$ cat config.mk
export PLATFORM = sky130hd
export DESIGN_NAME = llrd_queue
export DESIGN_NICKNAME = d
export VERILOG_FILES = /design/src/llrd_pkg.sv /design/src/llrd_queue.sv
export SDC_FILE = /design/constraint.sdc
export NUM_CORES = 1
export LEC_CHECK = 0
export BUFFER_PORTS_ARGS = -buffer_cell sky130_fd_sc_hd__buf_2
export CAP_MARGIN = 20
export CORE_MARGIN = 4
export CORE_UTILIZATION = 56
export CTS_CLUSTER_SIZE = 40
export DETAILED_ROUTE_END_ITERATION = 7
export PLACE_DENSITY = 0.89
export SLEW_MARGIN = 10
export SYNTH_ARGS = -nofsm -noshare
export SYNTH_HDL_FRONTEND = slang
export SYNTH_SLANG_ARGS = --single-unit
$ cat constraint.sdc
create_clock -name i_clk -period 4.3 [get_ports i_clk]
set_clock_uncertainty 0.15 [all_clocks]
set_input_delay 0 -clock i_clk [delete_from_list [all_inputs] [get_ports i_clk]]
set_output_delay 0 -clock i_clk [all_outputs]
set_load 0.05 [all_outputs]
$ cat src/llrd_pkg.sv
// ----------------------------------------------------------------------------
// llrd_pkg
// shared types and constants of the llr bit deinterleaver
// ----------------------------------------------------------------------------
`default_nettype none

package llrd_pkg;

    localparam int SOFT_W  = 8;
    localparam int CMD_AW  = 16;
    localparam int BPS_W   = 4;
    localparam int SPB_W   = 13;
    localparam int CFG_W   = 13;
    localparam int Q_DEPTH = 4;
    localparam int Q_AW    = $clog2(Q_DEPTH);

    localparam logic REG_BPS = 1'b0;
    localparam logic REG_SPB = 1'b1;

    localparam logic [BPS_W-1:0] QM_2 = 4'd2;
    localparam logic [BPS_W-1:0] QM_4 = 4'd4;
    localparam logic [BPS_W-1:0] QM_6 = 4'd6;
    localparam logic [BPS_W-1:0] QM_8 = 4'd8;

    localparam logic [SPB_W-1:0] K_MAX = 13'd4096;

    typedef enum logic [1:0] {
        CMD_WRITE,
        CMD_READ,
        CMD_STATUS
    } t_cmd_kind;

    typedef struct packed {
        t_cmd_kind         kind;
        logic [CMD_AW-1:0] addr;
        logic [SOFT_W-1:0] data;
        logic              last;
        logic              zero;
    } t_cmd;

endpackage

`default_nettype wire

$ cat src/llrd_queue.sv
// ----------------------------------------------------------------------------
// llrd_queue
// short command queue between the front and back parts
// ----------------------------------------------------------------------------
`default_nettype none

module llrd_queue
    import llrd_pkg::*;
(
    input  wire logic i_clk,
    input  wire logic i_rst_n,
    input  wire logic i_push,
    input  wire t_cmd i_cmd,
    output logic      o_full,
    input  wire logic i_pop,
    output logic      o_valid,
    output t_cmd      o_cmd
);

    t_cmd              r_buf [Q_DEPTH];
    logic [Q_AW-1:0]   r_wr;
    logic [Q_AW-1:0]   r_rd;
    logic [Q_AW:0]     r_cnt;

    assign o_full  = (r_cnt == (Q_AW+1)'(Q_DEPTH));
    assign o_valid = (r_cnt != '0);
    assign o_cmd   = r_buf[r_rd];

    always_ff @(posedge i_clk) begin
        if (i_push) begin
            r_buf[r_wr] <= i_cmd;
        end
    end

    always_ff @(posedge i_clk) begin
        if (!i_rst_n) begin
            r_wr  <= '0;
            r_rd  <= '0;
            r_cnt <= '0;
        end else begin
            if (i_push) begin
                r_wr <= r_wr + 1'b1;
            end
            if (i_pop) begin
                r_rd <= r_rd + 1'b1;
            end
            case ({i_push, i_pop})
                2'b10:   r_cnt <= r_cnt + 1'b1;
                2'b01:   r_cnt <= r_cnt - 1'b1;
                default: r_cnt <= r_cnt;
            endcase
        end
    end

endmodule

`default_nettype wire

==> summary.md, run 1 <==
| Metric | Value |
|---|---|
| Max-slew headroom | 34.3% |
| Global-route wire length before repair | 13200 um |
| Top delay family on crit path | flip-flops |
| Simple logic cell fraction of the synthesized area | 2.04% |
| Routed wire length | 8220 um |
| Core area | 7810 sq um |
| CTS resizes | 0 |
| RSZ-0062 raised after global routing | false |
| Setup WS post-layout | 1.75 ns |
| Placement Rows | 32 |
| M2 GR Usage | 30.6% |
| I/O Buffers | 61 |
| YS warnings | 0 |
| Sequential cell area | 3540 sq um |
| Cell count after synthesis | 188 |
| Worst Hold Endpoint | r_buf[2][6] |
| CTS Buf Count | 17 |
| Synth area leaders | edfxtp_1 74%, mux4_2 9.9%, mux4_1 4.6%, dfxtp_1 4.0%, ha_1 1.4% |
| Filler Cells Inserted | 422 |
| Complex-gate fraction of the synthesized area | 0.276% |
| Hold Startpoint | i_cmd[6] |
| Gr usage total | 18.7% |
| Met1 GRT Util | 22.9% |
| DR WL/cell | 20.1 um |
| R2R depth | 2 |
| CTS tree | done |
| Status | completed |
| CP Cell Sequence | mux4_1, buf_2 |
| Max-capacitance violation count | 0 |
| Power per cell area | 555 nW/um^2 |
| Worst path max stage delay | 0.98 ns |
| Worst-Margin Slew | 0.985 ns |
| Largest net degree at the start of global routing | 29 |
| CP Launch Type | flip-flop |
| GP Congestion | 0.681 |
| Die height | 98.0 um |
| Die ar. | 9600 sq um |
| Starting Density | 58.1% |
| Worst slack, placed | 2.24 ns |
| Mux cell area share after synthesis | 15.0% |
| Setup Crit Path Kind | flip-flop to primary output |
| CTS Buffer Depth | 2 |
| Async S/R FF share, synth | 0% |
| Via/cell ratio | 5.48 |
| GRT busiest layer | met2 |
| DRC Markers | 0 |
| Antenna violations before repair | 0 |
| GR Util met3 | 6.57% |
| CTS root buffer | clkbuf_8 |
| Clock sinks | 121 |
| Minimum clock period | 2.55 ns |
| Final hold vios | 0 |
| Seq cells post-synth | 121 |
| Vias in the first global route | 2466 |
| Hold WC Path Type | input port to flip-flop |
| Maximum achievable frequency | 0.393 GHz |
| Synth cell types | 20 |
| Antenna diodes | 0 |
| Prevailing post-synth register cell | edfxtp_1 |
| Most frequent cells in the layout | 112 x edfxtp_1, 61 x buf_2, 32 x dlygate4sd3_1 |
| Static Leak | 0.00209 uW |
| Layout cells sized above 1 | 37.3% |
| RR Startpoint | r_wr[0] |
| Final count of pins violating max slew | 0 |
| Reg2reg setup slack | 2.46 ns |
| Most common library cell in the layout ignoring fill and taps | edfxtp_1 |
| Avg Cell Area, Syn | 24.1 sq um |
| Seq/Total Area, Yosys | 78.2% |
| CP bufs+invs | 1 |
| Critical Path AT | 2.40 ns |
| Period Utilization, post-route | 59.2% |
| Slowest cell on the critical path | dfxtp_2 |
| Initial DRC count | 60 |
| R2r endpoint | r_buf[1][0] |
| Vias | 2248 |
| Hold depth | 2 |
| Io pins | 62 |
| Worst VDD drop | 0.341 mV |
| Post-synth net total | 226 |
| Final #Nets | 333 |
| CP Max Fanout | 28 |
| Setup tns final | 0 ns |
| Number of synthesized flops with an enable pin | 112 |
| Cell Area, Synth | 4530 sq um |
| Footprint of the multi-input gates | 917 sq um |
| Clk Latency, worst-skew pair | 0.50 ns |
| CTS H-tree depth | 4 |
| Die W | 98.0 um |
| Yosys top cell area share | 74.2% |
| Congestion Overflow GR | 0 |
| WP data required | 4.15 ns |
| Clock transition at path regs | 0.06 ns |
| Area growth syn-to-layout | 29.1% |
| Adder-cell share of the synthesized area | 1.82% |
| Routed Antenna Nets | 0 |
| Largest family of logic cells by synthesized area | multiplexers |
| First drt pass iteration count | 4 |
| Endpoints failing setup | 0 |
| Cell accounting for the most synthesized area | edfxtp_1 |
| Synth Area in XOR/XNOR | 0.966% |
| Setup crit end kind | primary output |
-- cells by family (layout without fill, tap and decap cells) --
kind of cell    after synthesis  in the layout
flops                       121            121
mux                          30             30
simple gates                 15             15
buf+inv                       9            129
fa+ha+maj                     6              6
xor+xnor                      5              5
compound gates                2              2
-- metrics by stage --
| stage | cells | hold WS [ns] | cell area [sq um] | total power [uW] | util [%] |
|---|---|---|---|---|---|
| floorplan | 188 | -0.0511 | 4530 | 1690 | - |
| global placement | 346 | 0.0606 | 4910 | 1770 | 62.9 |
| detailed placement | 346 | 0.0687 | 4910 | 1780 | 62.9 |
| CTS | 410 | 0.0713 | 5850 | 3270 | 75.0 |
| global route | 410 | 0.0880 | 5850 | 3360 | 75.0 |
| finish | 410 | 0.0932 | 5850 | 3250 | 75.0 |
-- worst register-to-register path, stage by stage (launching register included) --
cell     delay, ns
dfxtp_1       0.42
ha_1          0.20
and2_2        0.67
-- area by class of cell --
class                           instances  area share, %
Inverter                                3          0.192
Clock buffer                           18           7.14
Multi-Input combinational cell         58           15.7
Tap cell                              102           2.18
Timing Repair Buffer                   94           10.8
Clock inverter                         14           3.46
Sequential cell                       121           60.5
-- cells in the mapped netlist, types with 3 or more instances --
cell	instances
dfxtp_1	9
ha_1	5
and2_1	9
xnor2_1	3
inv_1	3
mux4_1	8
edfxtp_1	112
mux4_2	20
buf_2	3
-- registers in the layout (all words and copies together), names as in the netlist, named ones only --
name / count
r_buf: 112
r_cnt: 3
r_rd: 2
r_wr: 2
-- per-layer routing --
metal,up-vias,routed length (um)
met3,9,476
met4,0,93
met5,-,0
met2,81,4300
li1,1003,-
met1,1155,3350
-- power breakdown --
part | internal, uW | switching (uW) | total (uW)
Sequential | 1350 | 38.0 | 1390
Combinational | 135 | 254 | 390
Clock | 991 | 477 | 1470
Total | 2480 | 770 | 3250
-- worst max-delay path by stage --
| stage | end | cells after the start |
|---|---|---|
| 4_1_cts | o_cmd[22] | 2 |
| 5_1_grt | o_cmd[22] | 2 |
| 3_5_place_dp | o_cmd[21] | 2 |
| 3_3_place_gp | o_cmd[27] | 2 |
| 2_1_floorplan | r_buf[2][0] | 3 |
| 6_report | o_cmd[21] | 2 |
-- what timing repair did --
| action | in CTS | in global routing |
|---|---|---|
| hold buffers | 32 | 0 |
| setup buffers | 0 | 0 |
| hold endpoints to repair | 121 | 0 |
Note: power is estimated with default switching activity, not from simulation.
==> run 2: changes to the inputs <==
- CORE_UTILIZATION: 56 -> 51
- PLACE_DENSITY: 0.89 -> 0.86
- clock period: 4.3 -> 2.1 ns (I/O delays scaled with it)
==> summary.md, run 2 (same netlist as run 1, synthesis figures left out) <==
| Metric | Value |
|---|---|
| Status | completed |
| Largest Register | r_buf |
| Final Core Density | 68.4% |
| Starting Density | 52.2% |
| RSZ-0062 raised after global routing | false |
| Via/cell ratio | 5.30 |
| Post-CTS Setup Bufs | 0 |
| Max-capacitance violation count | 0 |
| WP data required | 1.95 ns |
| Worst-Margin Slew | 0.796 ns |
| Footprint of the multi-input gates | 917 sq um |
| R2R depth | 3 |
| First drt pass iteration count | 4 |
| Placement Rows | 34 |
| Cell Area, Placed | 4980 sq um |
| M2 GR Usage | 28.1% |
| Antenna violations before repair | 0 |
| CTS Buf Count | 17 |
| DRC Markers | 0 |
| Final count of pins violating max slew | 0 |
| Max-slew headroom | 46.9% |
| Routed wire length | 7830 um |
| Overall power | 6610 uW |
| Vias in the first global route | 2413 |
| Setup crit end kind | primary output |
| Largest net degree at the start of global routing | 29 |
| Die W | 102 um |
| Layout cells sized above 1 | 39.4% |
| Routed Antenna Nets | 0 |
| Hold depth | 2 |
| Io pins | 62 |
| Static Leak | 0.00212 uW |
| Most common library cell in the layout ignoring fill and taps | edfxtp_1 |
| Sequential cell area | 3550 sq um |
| I/O Buffers | 61 |
| Antenna diodes | 0 |
| Global-route wire length before repair | 12100 um |
| Biggest regs | r_buf x112, r_cnt x3 |
| GRT busiest layer | met2 |
| Endpoints failing setup | 0 |
| Slowest cell on the critical path | mux4_1 |
| Final #Nets | 337 |
| Minimum clock period | 2.01 ns |
| Hold Startpoint | i_cmd[9] |
| Die ar. | 10500 sq um |
| RR Startpoint | r_wr[0] |
| GR Util met3 | 6.01% |
| CP Cell Sequence | buf_12, mux4_1, buf_2 |
| DR WL/cell | 18.6 um |
| Clock transition at path regs | 0.05 ns |
| Worst path max stage delay | 0.58 ns |
| Area growth syn-to-layout | 30.9% |
| CTS H-tree depth | 4 |
| Met1 GRT Util | 18.7% |
| Vias | 2224 |
| CTS Buffer Depth | 2 |
| Setup tns final | 0 ns |
| WHS | 0.0910 ns |
| Most frequent cells in the layout | 112 x edfxtp_1, 60 x buf_2, 31 x dlygate4sd3_1 |
| Congestion Overflow GR | 0 |
| Filler Cells Inserted | 568 |
| CTS root buffer | clkbuf_8 |
| Max reg flops | 112 |
| Core area | 8680 sq um |
| CP Max Fanout | 10 |
| Critical Path AT | 1.86 ns |
| CP Launch Type | flip-flop |
| Final hold vios | 0 |
| GP Congestion | 0.669 |
| Maximum achievable frequency | 0.498 GHz |
| Setup Crit Path Kind | flip-flop to primary output |
| Initial DRC count | 58 |
| Clock sinks | 121 |
| Power per cell area | 1110 nW/um^2 |
| Detailed Place HPWL | 4460 um |
| Clk Latency, worst-skew pair | 0.51 ns |
| Hold WC Path Type | input port to flip-flop |
| Period Utilization, post-route | 95.6% |
| Design area | 5930 sq um |
| CTS tree | done |
| Worst VDD drop | 0.744 mV |
| Gr usage total | 16.3% |
| Die height | 102 um |
==> run 2: changes by cell type in the layout (fill, tap and decap cells not counted), sizes merged <==
| cell | previous run | this run |
|---|---|---|
| buf | 62 | 65 |
| bufinv | 5 | 4 |
| clkbuf | 18 | 19 |
| clkinvlp | 3 | 4 |
| dlygate4sd3 | 32 | 31 |
| inv | 4 | 5 |
==> run 2: worst max-delay path, delay by kind of cell, from the launching register on <==
kind	cells	cell delay (ns)
buffers and inverters	2	0.38
muxes	1	0.58
DFF	1	0.39
==> run 2: report_power, final <==
part,switching [uW],leakage [uW],total (uW),internal (uW)
clock,1030,0.000288,2950,1930
combinational,555,0.000725,855,299
sequential,41.2,0.00110,2810,2770
total,1620,0.00212,6610,4990
==> run 2: metrics by stage <==
stage / std cells / setup slack, ns
floorplan: 188 / 0.322
global placement: 356 / 0.368
global route: 420 / 0.0126
CTS: 419 / 0.0213
finish: 420 / 0.0933
detailed placement: 356 / 0.325
==> run 2: area by class of cell <==
| class | count | area share (%) |
|---|---|---|
| sequential | 121 | 59.8 |
| clock inverter | 15 | 3.35 |
| multi-input combinational | 58 | 15.5 |
| clock buffer | 17 | 6.98 |
| inverter | 3 | 0.190 |
| tap | 108 | 2.28 |
| timing repair buffer | 98 | 12.0 |
==> run 2: what timing repair did <==
action	in CTS	in global routing
setup endpoints to repair	0	4
endpoints found under the hold margin	121	0
hold buffers	31	0
gates resized for setup	0	3
==> run 2: layer usage <==
| layer | share of wire [%] | vias up |
|---|---|---|
| met4 | 0.92 | 0 |
| met2 | 53 | 66 |
| met1 | 40 | 1143 |
| li1 | - | 1007 |
| met3 | 5.5 | 8 |
| met5 | 0 | - |
==> run 2: worst paths after layout <==
path | endpoint | slack [ns]
setup / recovery | o_cmd[22] | 0.09
hold / removal | r_buf[2][9] | 0.09
setup reg to reg | r_buf[0][14] | 0.34
hold reg to reg | r_cnt[2] | 0.38
