File: src/llrd_pkg.sv
// ----------------------------------------------------------------------------
// llrd_pkg
// shared types and constants of the llr bit deinterleaver
// ----------------------------------------------------------------------------
`default_nettype none

package llrd_pkg;

    localparam int SOFT_W  = 8;
    localparam int CMD_AW  = 16;
    localparam int BPS_W   = 4;
    localparam int SPB_W   = 13;
    localparam int CFG_W   = 13;
    localparam int Q_DEPTH = 4;
    localparam int Q_AW    = $clog2(Q_DEPTH);

    localparam logic REG_BPS = 1'b0;
    localparam logic REG_SPB = 1'b1;

    localparam logic [BPS_W-1:0] QM_2 = 4'd2;
    localparam logic [BPS_W-1:0] QM_4 = 4'd4;
    localparam logic [BPS_W-1:0] QM_6 = 4'd6;
    localparam logic [BPS_W-1:0] QM_8 = 4'd8;

    localparam logic [SPB_W-1:0] K_MAX = 13'd4096;

    typedef enum logic [1:0] {
        CMD_WRITE,
        CMD_READ,
        CMD_STATUS
    } t_cmd_kind;

    typedef struct packed {
        t_cmd_kind         kind;
        logic [CMD_AW-1:0] addr;
        logic [SOFT_W-1:0] data;
        logic              last;
        logic              zero;
    } t_cmd;

endpackage

`default_nettype wire

File: src/llrd_front.sv
// ----------------------------------------------------------------------------
// llrd_front
// configuration, item classification and interleaver address counters
// ----------------------------------------------------------------------------
`default_nettype none

module llrd_front
    import llrd_pkg::*;
#(
    parameter int MAX_LEN = 32768
) (
    input  wire logic              i_clk,
    input  wire logic              i_rst_n,
    input  wire logic              i_cfg_we,
    input  wire logic              i_cfg_idx,
    input  wire logic [CFG_W-1:0]  i_cfg_data,
    input  wire logic              i_accept,
    input  wire logic              i_mode,
    input  wire logic [SOFT_W-1:0] i_soft,
    output logic                   o_push,
    output t_cmd                   o_cmd
);

    localparam logic [16:0] LEN17 = 17'(MAX_LEN);
    localparam logic [16:0] CAP2  = 17'(MAX_LEN / 2);
    localparam logic [16:0] CAP4  = 17'(MAX_LEN / 4);
    localparam logic [16:0] CAP6  = 17'(MAX_LEN / 6);
    localparam logic [16:0] CAP8  = 17'(MAX_LEN / 8);

    logic [BPS_W-1:0]  r_bps, n_bps;
    logic [SPB_W-1:0]  r_spb, n_spb;
    logic [BPS_W-1:0]  r_qm, n_qm;
    logic [SPB_W-1:0]  r_k, n_k;
    logic [15:0]       r_e, n_e;
    logic [16:0]       cap;
    logic [SPB_W-1:0]  k_lim;

    logic [15:0]       r_wc, n_wc;
    logic [2:0]        r_bp, n_bp;
    logic [11:0]       r_sym, n_sym;
    logic [14:0]       r_rb, n_rb;
    logic [15:0]       r_rp, n_rp;
    logic              r_full, n_full;

    logic              bp_wrap;
    logic [2:0]        bp_eff;
    logic [14:0]       rb_eff;
    logic [15:0]       waddr;
    logic [3:0]        bp_inc;
    logic [15:0]       rb_inc;
    logic              fin;

    // live configuration and its derived block sizes
    always_comb begin
        n_bps = r_bps;
        n_spb = r_spb;
        if (i_cfg_we && (i_cfg_idx == REG_BPS)) begin
            n_bps = i_cfg_data[BPS_W-1:0];
        end
        if (i_cfg_we && (i_cfg_idx == REG_SPB)) begin
            n_spb = i_cfg_data[SPB_W-1:0];
        end
        case (n_bps)
            QM_4: begin
                n_qm = QM_4;
                cap  = CAP4;
            end
            QM_6: begin
                n_qm = QM_6;
                cap  = CAP6;
            end
            QM_8: begin
                n_qm = QM_8;
                cap  = CAP8;
            end
            default: begin
                n_qm = QM_2;
                cap  = CAP2;
            end
        endcase
        k_lim = (n_spb == '0) ? SPB_W'(1) : n_spb;
        if (k_lim > K_MAX) begin
            k_lim = K_MAX;
        end
        if ({4'b0, k_lim} > cap) begin
            k_lim = cap[SPB_W-1:0];
        end
        n_k = k_lim;
        n_e = 16'({12'b0, n_qm} * {3'b0, n_k});
    end

    // position (n mod Qm)*K + n/Qm from running counters
    always_comb begin
        bp_wrap = ({1'b0, r_bp} >= r_qm);
        bp_eff  = bp_wrap ? 3'd0 : r_bp;
        rb_eff  = bp_wrap ? 15'd0 : r_rb;
        waddr   = {1'b0, rb_eff} + {4'b0, r_sym};
        bp_inc  = {1'b0, bp_eff} + 4'd1;
        rb_inc  = {1'b0, rb_eff} + {3'b0, r_k};
        fin     = ({1'b0, r_rp} + 17'd1) >= {1'b0, r_e};

        n_wc   = r_wc;
        n_bp   = r_bp;
        n_sym  = r_sym;
        n_rb   = r_rb;
        n_rp   = r_rp;
        n_full = r_full;

        o_push      = 1'b0;
        o_cmd.kind  = CMD_STATUS;
        o_cmd.addr  = r_rp;
        o_cmd.data  = i_soft;
        o_cmd.last  = 1'b0;
        o_cmd.zero  = 1'b0;

        if (i_accept && !i_mode) begin
            if (!r_full) begin
                o_cmd.kind = CMD_WRITE;
                o_cmd.addr = waddr;
                o_push     = ({1'b0, waddr} < LEN17);
                if (bp_inc >= r_qm) begin
                    n_bp  = 3'd0;
                    n_rb  = 15'd0;
                    n_sym = r_sym + 12'd1;
                end else begin
                    n_bp = bp_inc[2:0];
                    n_rb = rb_inc[14:0];
                end
                n_wc   = r_wc + 16'd1;
                n_full = (n_wc >= r_e);
            end
        end else if (i_accept && i_mode) begin
            o_push = 1'b1;
            if (r_full) begin
                o_cmd.kind = CMD_READ;
                o_cmd.last = fin;
                o_cmd.zero = !({1'b0, r_rp} < LEN17);
                n_rp       = r_rp + 16'd1;
                if (fin) begin
                    n_wc   = '0;
                    n_bp   = '0;
                    n_sym  = '0;
                    n_rb   = '0;
                    n_rp   = '0;
                    n_full = 1'b0;
                end
            end
        end
    end

    always_ff @(posedge i_clk) begin
        if (!i_rst_n) begin
            r_bps  <= QM_2;
            r_spb  <= SPB_W'(1);
            r_qm   <= QM_2;
            r_k    <= SPB_W'(1);
            r_e    <= 16'd2;
            r_wc   <= '0;
            r_bp   <= '0;
            r_sym  <= '0;
            r_rb   <= '0;
            r_rp   <= '0;
            r_full <= 1'b0;
        end else begin
            r_bps  <= n_bps;
            r_spb  <= n_spb;
            r_qm   <= n_qm;
            r_k    <= n_k;
            r_e    <= n_e;
            r_wc   <= n_wc;
            r_bp   <= n_bp;
            r_sym  <= n_sym;
            r_rb   <= n_rb;
            r_rp   <= n_rp;
            r_full <= n_full;
        end
    end

endmodule

`default_nettype wire

File: config.mk
export PLATFORM = sky130hd
export DESIGN_NAME = llrd_front
export DESIGN_NICKNAME = d
export VERILOG_FILES = /design/src/llrd_pkg.sv /design/src/llrd_front.sv
export SDC_FILE = /design/constraint.sdc
export NUM_CORES = 1
export LEC_CHECK = 0
export BUFFER_PORTS_ARGS = -buffer_cell sky130_fd_sc_hd__buf_2
export CAP_MARGIN = 40
export CORE_ASPECT_RATIO = 2
export CORE_MARGIN = 5
export CORE_UTILIZATION = 44
export DETAILED_ROUTE_END_ITERATION = 10
export PLACE_DENSITY_LB_ADDON = 0.25
export REMOVE_ABC_BUFFERS = 1
export SKIP_LAST_GASP = 1
export SLEW_MARGIN = 20
export SYNTH_ARGS = -nofsm -noshare
export SYNTH_HDL_FRONTEND = slang
export SYNTH_SLANG_ARGS = --single-unit
File: constraint.sdc
create_clock -name i_clk -period 9.67 [get_ports i_clk]
set_input_delay 2.4175 -clock i_clk [delete_from_list [all_inputs] [get_ports i_clk]]
set_output_delay 2.4175 -clock i_clk [all_outputs]
set_load 0.02 [all_outputs]
==> impl_metrics.json, run 1 <==
{
  "run_status": "finished clean",
  "reg2reg_from": "r_spb[1]",
  "clock_path_buffers": 2,
  "synth_top_area_cell": "dfxtp_1",
  "worst_pin_slew_ps": 688,
  "crit_end": "r_e[14]",
  "layout-drive-gt1-share_pct": 8.68,
  "cts_root_buffer": "clkbuf_16",
  "grt_util_all_layers_pct": 21.5,
  "drt_pass1_iterations": 4,
  "critical_path_peak_fanout": 19,
  "die_area_um2": 23000,
  "grt_max_degree": 61,
  "synth_cell_types": 80,
  "synth_seq_area_share_pct": 25.4,
  "grt_pass1_wl_um": 39200,
  "worstPathArrival_ps": 8820,
  "final_common_cell": "dfxtp_1",
  "rsz0062_at_grt": "no",
  "diodes": 0,
  "ir_drop_mv": 0.0726,
  "synth_ff_type": "dfxtp_1",
  "post_cts.repair.setup_buffers": 0,
  "routed_wl_um": 24200,
  "nets": 1251,
  "clock.fmax_mhz": 116,
  "drt_iter0_markers": 269,
  "fin_crit_sh_pct": 88.9,
  "async_flop_share_pct": 0,
  "ant_nets": 0,
  "die_w_um": 110,
  "placeableCoreArea_um2": 19700,
  "route.vias.total": 8036,
  "core.rowCount": 73,
  "synth_area_um2": 8760,
  "synth_edf_count": 0,
  "dp_cells": 1361,
  "required_ps": 9890,
  "overflow": 0,
  "synth_top_area_share_pct": 25.4,
  "power_density_nw_per_um2": 118,
  "hold_viol": 0,
  "yosys_register_bits": 111,
  "clk_latency_ps": 360,
  "clk_pin_slew_worst_paths_ps": 80,
  "r2r_slack_ps": 2820,
  "dpl.hpwl_um": 19100,
  "whs_ps": 478,
  "antenna_found_initial": 0,
  "io_buffers": 39,
  "fin_crit_ps": 8590,
  "cts_sinks": 111,
  "cts_resized": 0,
  "synth.area.top_cells": "dfxtp_1, ha_1, a21oi_1",
  "hold_buffers": 0,
  "die_y_um": 210,
  "fin_skew_ps": 13.9,
  "post_drt_wl_per_cell_um": 17.5,
  "cts_tree": "yes",
  "syn_to_final_growth_pct": 7.80,
  "vias_per_cell": 5.83,
  "final.setup.tns_ps": 0,
  "report.final.slew_viol_count": 0,
  "holdCritPathClass": "reg -> reg",
  "htree_num_levels": 3,
  "io_pins": 56,
  "worstSetupPathType": "in -> reg",
  "yosys_warnings": 0,
  "r2r_cells": 26,
  "initial_utilization_pct": 44.4,
  "cts_inserted_buffers": 9,
  "setup_viol_count_final": 0,
  "r2r-end": "r_e[14]",
  "layout_common_cells": "dfxtp_1, nand2_1, nor2_1, ha_1, a21oi_1",
  "relSlewSlack_pct": 53.0,
  "syn_inst": 1108,
  "p_leak_nw": 4.25,
  "fin_cells": 1379,
  "pre_cts_ws_ps": 742,
  "cap_violations": 0,
  "cp-start-kind": "input port",
  "syn_area_per_cell_um2": 7.91,
  "gp_congestion": 0.922,
  "setup_ws_ps": 1080,
  "end_kind": "flop",
  "post-route-drc-count": 0,
  "cp-startpoint": "i_cfg_we",
  "grt_pass1_vias": 8031
}
worst max-delay path: stages:
cell	delay, ps
buf_2	180
nor2b_1	550
nand4_1	160
o21a_1	230
ha_1	380
a311oi_1	290
o22ai_1	120
a311o_1	390
a221o_2	420
a21o_1	360
or3_1	410
fa_1	540
inv_1	40
ha_1	280
ha_1	220
fa_1	410
a21o_1	180
a21o_1	210
a21o_1	180
a21oi_1	220
o21ai_0	160
a31oi_1	240
xor2_1	160
nor2_1	50
power breakdown:
part | internal [mW] | switching (mW) | leakage, nW
registers | 0.472 | 0.00943 | 0.900
logic | 0.0774 | 0.137 | 3.20
clock network | 0.231 | 0.189 | 0.157
total | 0.780 | 0.335 | 4.25
registers in the layout (all words and copies together), names as in the netlist:
register  flops
r_bp          3
r_bps         4
r_e          15
r_full        1
r_k          13
r_qm          3
r_rb         15
r_rp         16
r_spb        13
r_sym        12
r_wc         16
area by class of cell:
type | instances | area, µm²
flip-flops and latches | 111 | 2220
well taps | 262 | 328
multi-input cells | 884 | 6050
fillers | 2050 | 10300
clock buffers | 9 | 225
inverters | 50 | 188
repair buffers | 56 | 330
clock inverters | 7 | 103
how the worst min path moves through the flow:
stage	start	cells after the start	slack [ps]	end
3_3_place_gp	r_wc[15]	2	450	r_wc[15]
6_report	r_wc[15]	2	480	r_wc[15]
5_1_grt	r_wc[15]	2	520	r_wc[15]
4_1_cts	r_wc[15]	2	480	r_wc[15]
2_1_floorplan	r_wc[15]	2	440	r_wc[15]
3_5_place_dp	r_rb[4]	2	470	r_rb[4]
layer usage:
metal	GRT usage (%)	wire (µm)	part of all wire (%)	vias up
met3	2.92	768	3.2	88
met1	21.5	8840	37	3800
met4	12.1	1380	5.7	0
met5	0	0	0	-
met2	40.5	13200	55	187
li1	-	-	-	3961
metrics by stage:
stage,area (µm²),power [mW],utilization (%)
2_1_floorplan,8460,0.632,-
3_3_place_gp,9090,0.701,46.1
3_5_place_dp,9090,0.703,46.1
4_1_cts,9420,1.12,47.8
5_1_grt,9450,1.17,47.9
6_report,9450,1.12,47.9
cells by family after synthesis:
logic type | synth area share (%)
simple gates | 24.8
compound gates | 18.7
xor+xnor | 6.00
fa+ha+maj | 17.2
flops | 25.4
buf+inv | 5.64
mux | 2.23
cell usage after synthesis (4+ instances only):
cell type and n:
inv_1 49, nor4_1 26, xnor2_1 28, nand3b_1 4, o21a_1 8, nand3_1 40
o211ai_1 7, o31ai_1 13, xor2_1 32, nor2b_1 10, nand2_1 108, and3_1 17
fa_1 14, a21boi_0 4, o22ai_1 9, and2_1 25, a211oi_1 4, ha_1 98
nor3_1 32, a211o_1 6, or3_1 16, mux2i_1 15, dfxtp_1 111, buf_1 9
a31oi_1 9, nand4_1 16, nand2b_1 14, o21ai_0 51, a21o_1 21, nor2_1 106
or2_2 5, a21oi_1 82, buf_4 10, buf_6 4, or4_1 5, clkbuf_1 38
(Power assumes the default switching activity.)
==> inputs of run 2 (changes only) <==
GPL_TIMING_DRIVEN = 0   (was not set)
PLACE_DENSITY_LB_ADDON = not set   (was 0.25)
==> run 2 against run 1 <==
- final area about the same
- register-to-register slack got worse by 80 ps
- critical path type unchanged
- via count is 2.6% lower
- sequential share of layout area is essentially flat
- final cell count down 0.58%
- critical path depth is 1 higher
- routed wire length down 0.81%
- clock-buffer cell count increased by 1
- global-route usage rose by 0.19 points
- worst hold slack improved by 3.0 ps
- clock skew shrank 4.8 ps
==> impl_metrics.json, run 2 (synthesized netlist as in run 1, its figures left out) <==
{
  "run_status": "finished clean",
  "hold_viol": 0,
  "power_density_nw_per_um2": 118,
  "layout-drive-gt1-share_pct": 8.30,
  "p_seq_share_pct": 43.0,
  "overflow": 0,
  "grt_pass1_wl_um": 39300,
  "p_leak_nw": 4.24,
  "holdCritPathClass": "reg -> reg",
  "initial_utilization_pct": 44.4,
  "combinationalPowerShare_pct": 19.3,
  "cts_tree": "yes",
  "required_ps": 9930,
  "clock_path_buffers": 2,
  "worstPathArrival_ps": 9130,
  "die_area_um2": 23000,
  "die_y_um": 210,
  "layout_common_cells": "dfxtp_1, nand2_1, nor2_1, ha_1, a21oi_1",
  "reg2reg_from": "r_spb[9]",
  "antenna_found_initial": 0,
  "reg.largest.list": "r_rp x16, r_wc x16",
  "route.vias.total": 7826,
  "fin_crit_ps": 8870,
  "p_sw_share_pct": 29.7,
  "end_kind": "flop",
  "final.setup.tns_ps": 0,
  "vias_per_cell": 5.71,
  "total_power_mw": 1.12,
  "post_cts.repair.setup_buffers": 0,
  "fin_crit_sh_pct": 91.7,
  "htree_num_levels": 3,
  "final_common_cell": "dfxtp_1",
  "cp_slowest_stage_delay_ps": 540,
  "nets": 1243,
  "relSlewSlack_pct": 38.9,
  "clock.fmax_mhz": 113,
  "report.final.slew_viol_count": 0,
  "cts_inserted_buffers": 9,
  "worst_pin_slew_ps": 892,
  "hold-path-endpoint": "r_rb[0]",
  "cp-start-kind": "input port",
  "drt_iter0_markers": 301,
  "nFillCells": 2019,
  "syn_to_final_growth_pct": 7.87,
  "worstSetupPathType": "in -> reg",
  "clk_latency_ps": 370,
  "die_w_um": 110,
  "core.rowCount": 73,
  "grt_util_all_layers_pct": 21.7,
  "crit_family": "compound AO/OA/AOI/OAI gates",
  "ant_nets": 0,
  "dpl.hpwl_um": 18900,
  "routed_wl_um": 24000,
  "cts_root_buffer": "clkbuf_16",
  "diodes": 0,
  "cts_sinks": 111,
  "min_path_cells": 2,
  "clkPwrFrac_pct": 37.7,
  "cap_violations": 0,
  "r2r_slack_ps": 2740,
  "crit_buf_inv": 2,
  "drt_pass1_iterations": 5,
  "r2r_cells": 24,
  "hold_buffers": 0,
  "fin_skew_ps": 9.05,
  "cts_resized": 0,
  "critical_path_peak_fanout": 19,
  "placeableCoreArea_um2": 19700,
  "critPathSlowestCell": "fa_1",
  "post_drt_wl_per_cell_um": 17.5,
  "gp_congestion": 0.873,
  "post-route-drc-count": 0,
  "io_pins": 56,
  "setup_viol_count_final": 0,
  "rsz0062_at_grt": "no",
  "r2r-end": "r_e[15]",
  "io_buffers": 39,
  "grt_pass1_vias": 8048,
  "ir_drop_mv": 0.0963,
  "grt_max_degree": 70,
  "p_int_mw": 0.786,
  "clk_pin_slew_worst_paths_ps": 70,
  "min_from": "r_rb[0]",
  "switchingPower_mw": 0.331
}
==> run 2: changes by cell type in the layout (fill, tap and decap cells not counted), moves of 2 or more <==
cell | previous run | this run
o21ai_0 | 50 | 48
buf_4 | 15 | 1
buf_6 | 0 | 2
buf_2 | 39 | 41
buf_16 | 0 | 2
==> run 2: worst max-delay path by stage <==
| stage | startpoint | end | slack, ps | cells past startpoint |
|---|---|---|---|---|
| after detailed placement | i_cfg_data[3] | r_e[15] | 390 | 24 |
| after global routing | i_cfg_we | r_e[15] | 260 | 24 |
| after global placement | i_cfg_we | r_e[15] | 280 | 25 |
| after floorplan | i_cfg_data[12] | r_e[14] | 1430 | 25 |
| final | i_cfg_we | r_e[15] | 800 | 25 |
| after CTS | i_cfg_data[3] | r_e[15] | 760 | 24 |
==> run 2: cell type report <==
class                   count  area, µm²  share of cell area [%]
clock buffers              10        239                    2.53
clock inverters             6       90.1                   0.953
inverters                  50        190                    2.01
multi-input cells         884       6070                    64.2
flip-flops and latches    111       2220                    23.5
well taps                 262        328                    3.47
repair buffers             48        313                    3.31
==> run 2: worst min-delay path: stages (launching register included) <==
cell	delay (ps)
dfxtp_1	320
a21oi_1	60
nor2_1	70
==> run 2: power groups by stage <==
stage	Sequential [mW]	Clock [mW]	Combinational [mW]
after global placement	0.491	0	0.207
after detailed placement	0.491	0	0.214
after global routing	0.482	0.448	0.242
after CTS	0.480	0.432	0.216
final	0.480	0.422	0.215
after floorplan	0.488	0	0.145
==> run 2: stage by stage <==
step	std cells	area [µm²]	util, %	hold slack, ps	worst slack, ps
floorplan	1045	8460	-	444	1430
global placement	1346	8980	45.5	454	278
detailed placement	1353	9100	46.1	466	395
CTS	1369	9430	47.8	481	764
global route	1371	9450	47.9	502	256
finish	1371	9450	47.9	480	801
==> run 2: metal layers <==
metal  wire [µm]  track usage (%)  vias up  share of wire, %
met1        8980             22.0     3650                37
met3         681             2.74       64               2.8
met4        1250             12.4        0               5.2
met5           0                0        -                 0
li1            -                -     3947                 -
met2       13100             40.6      165                55
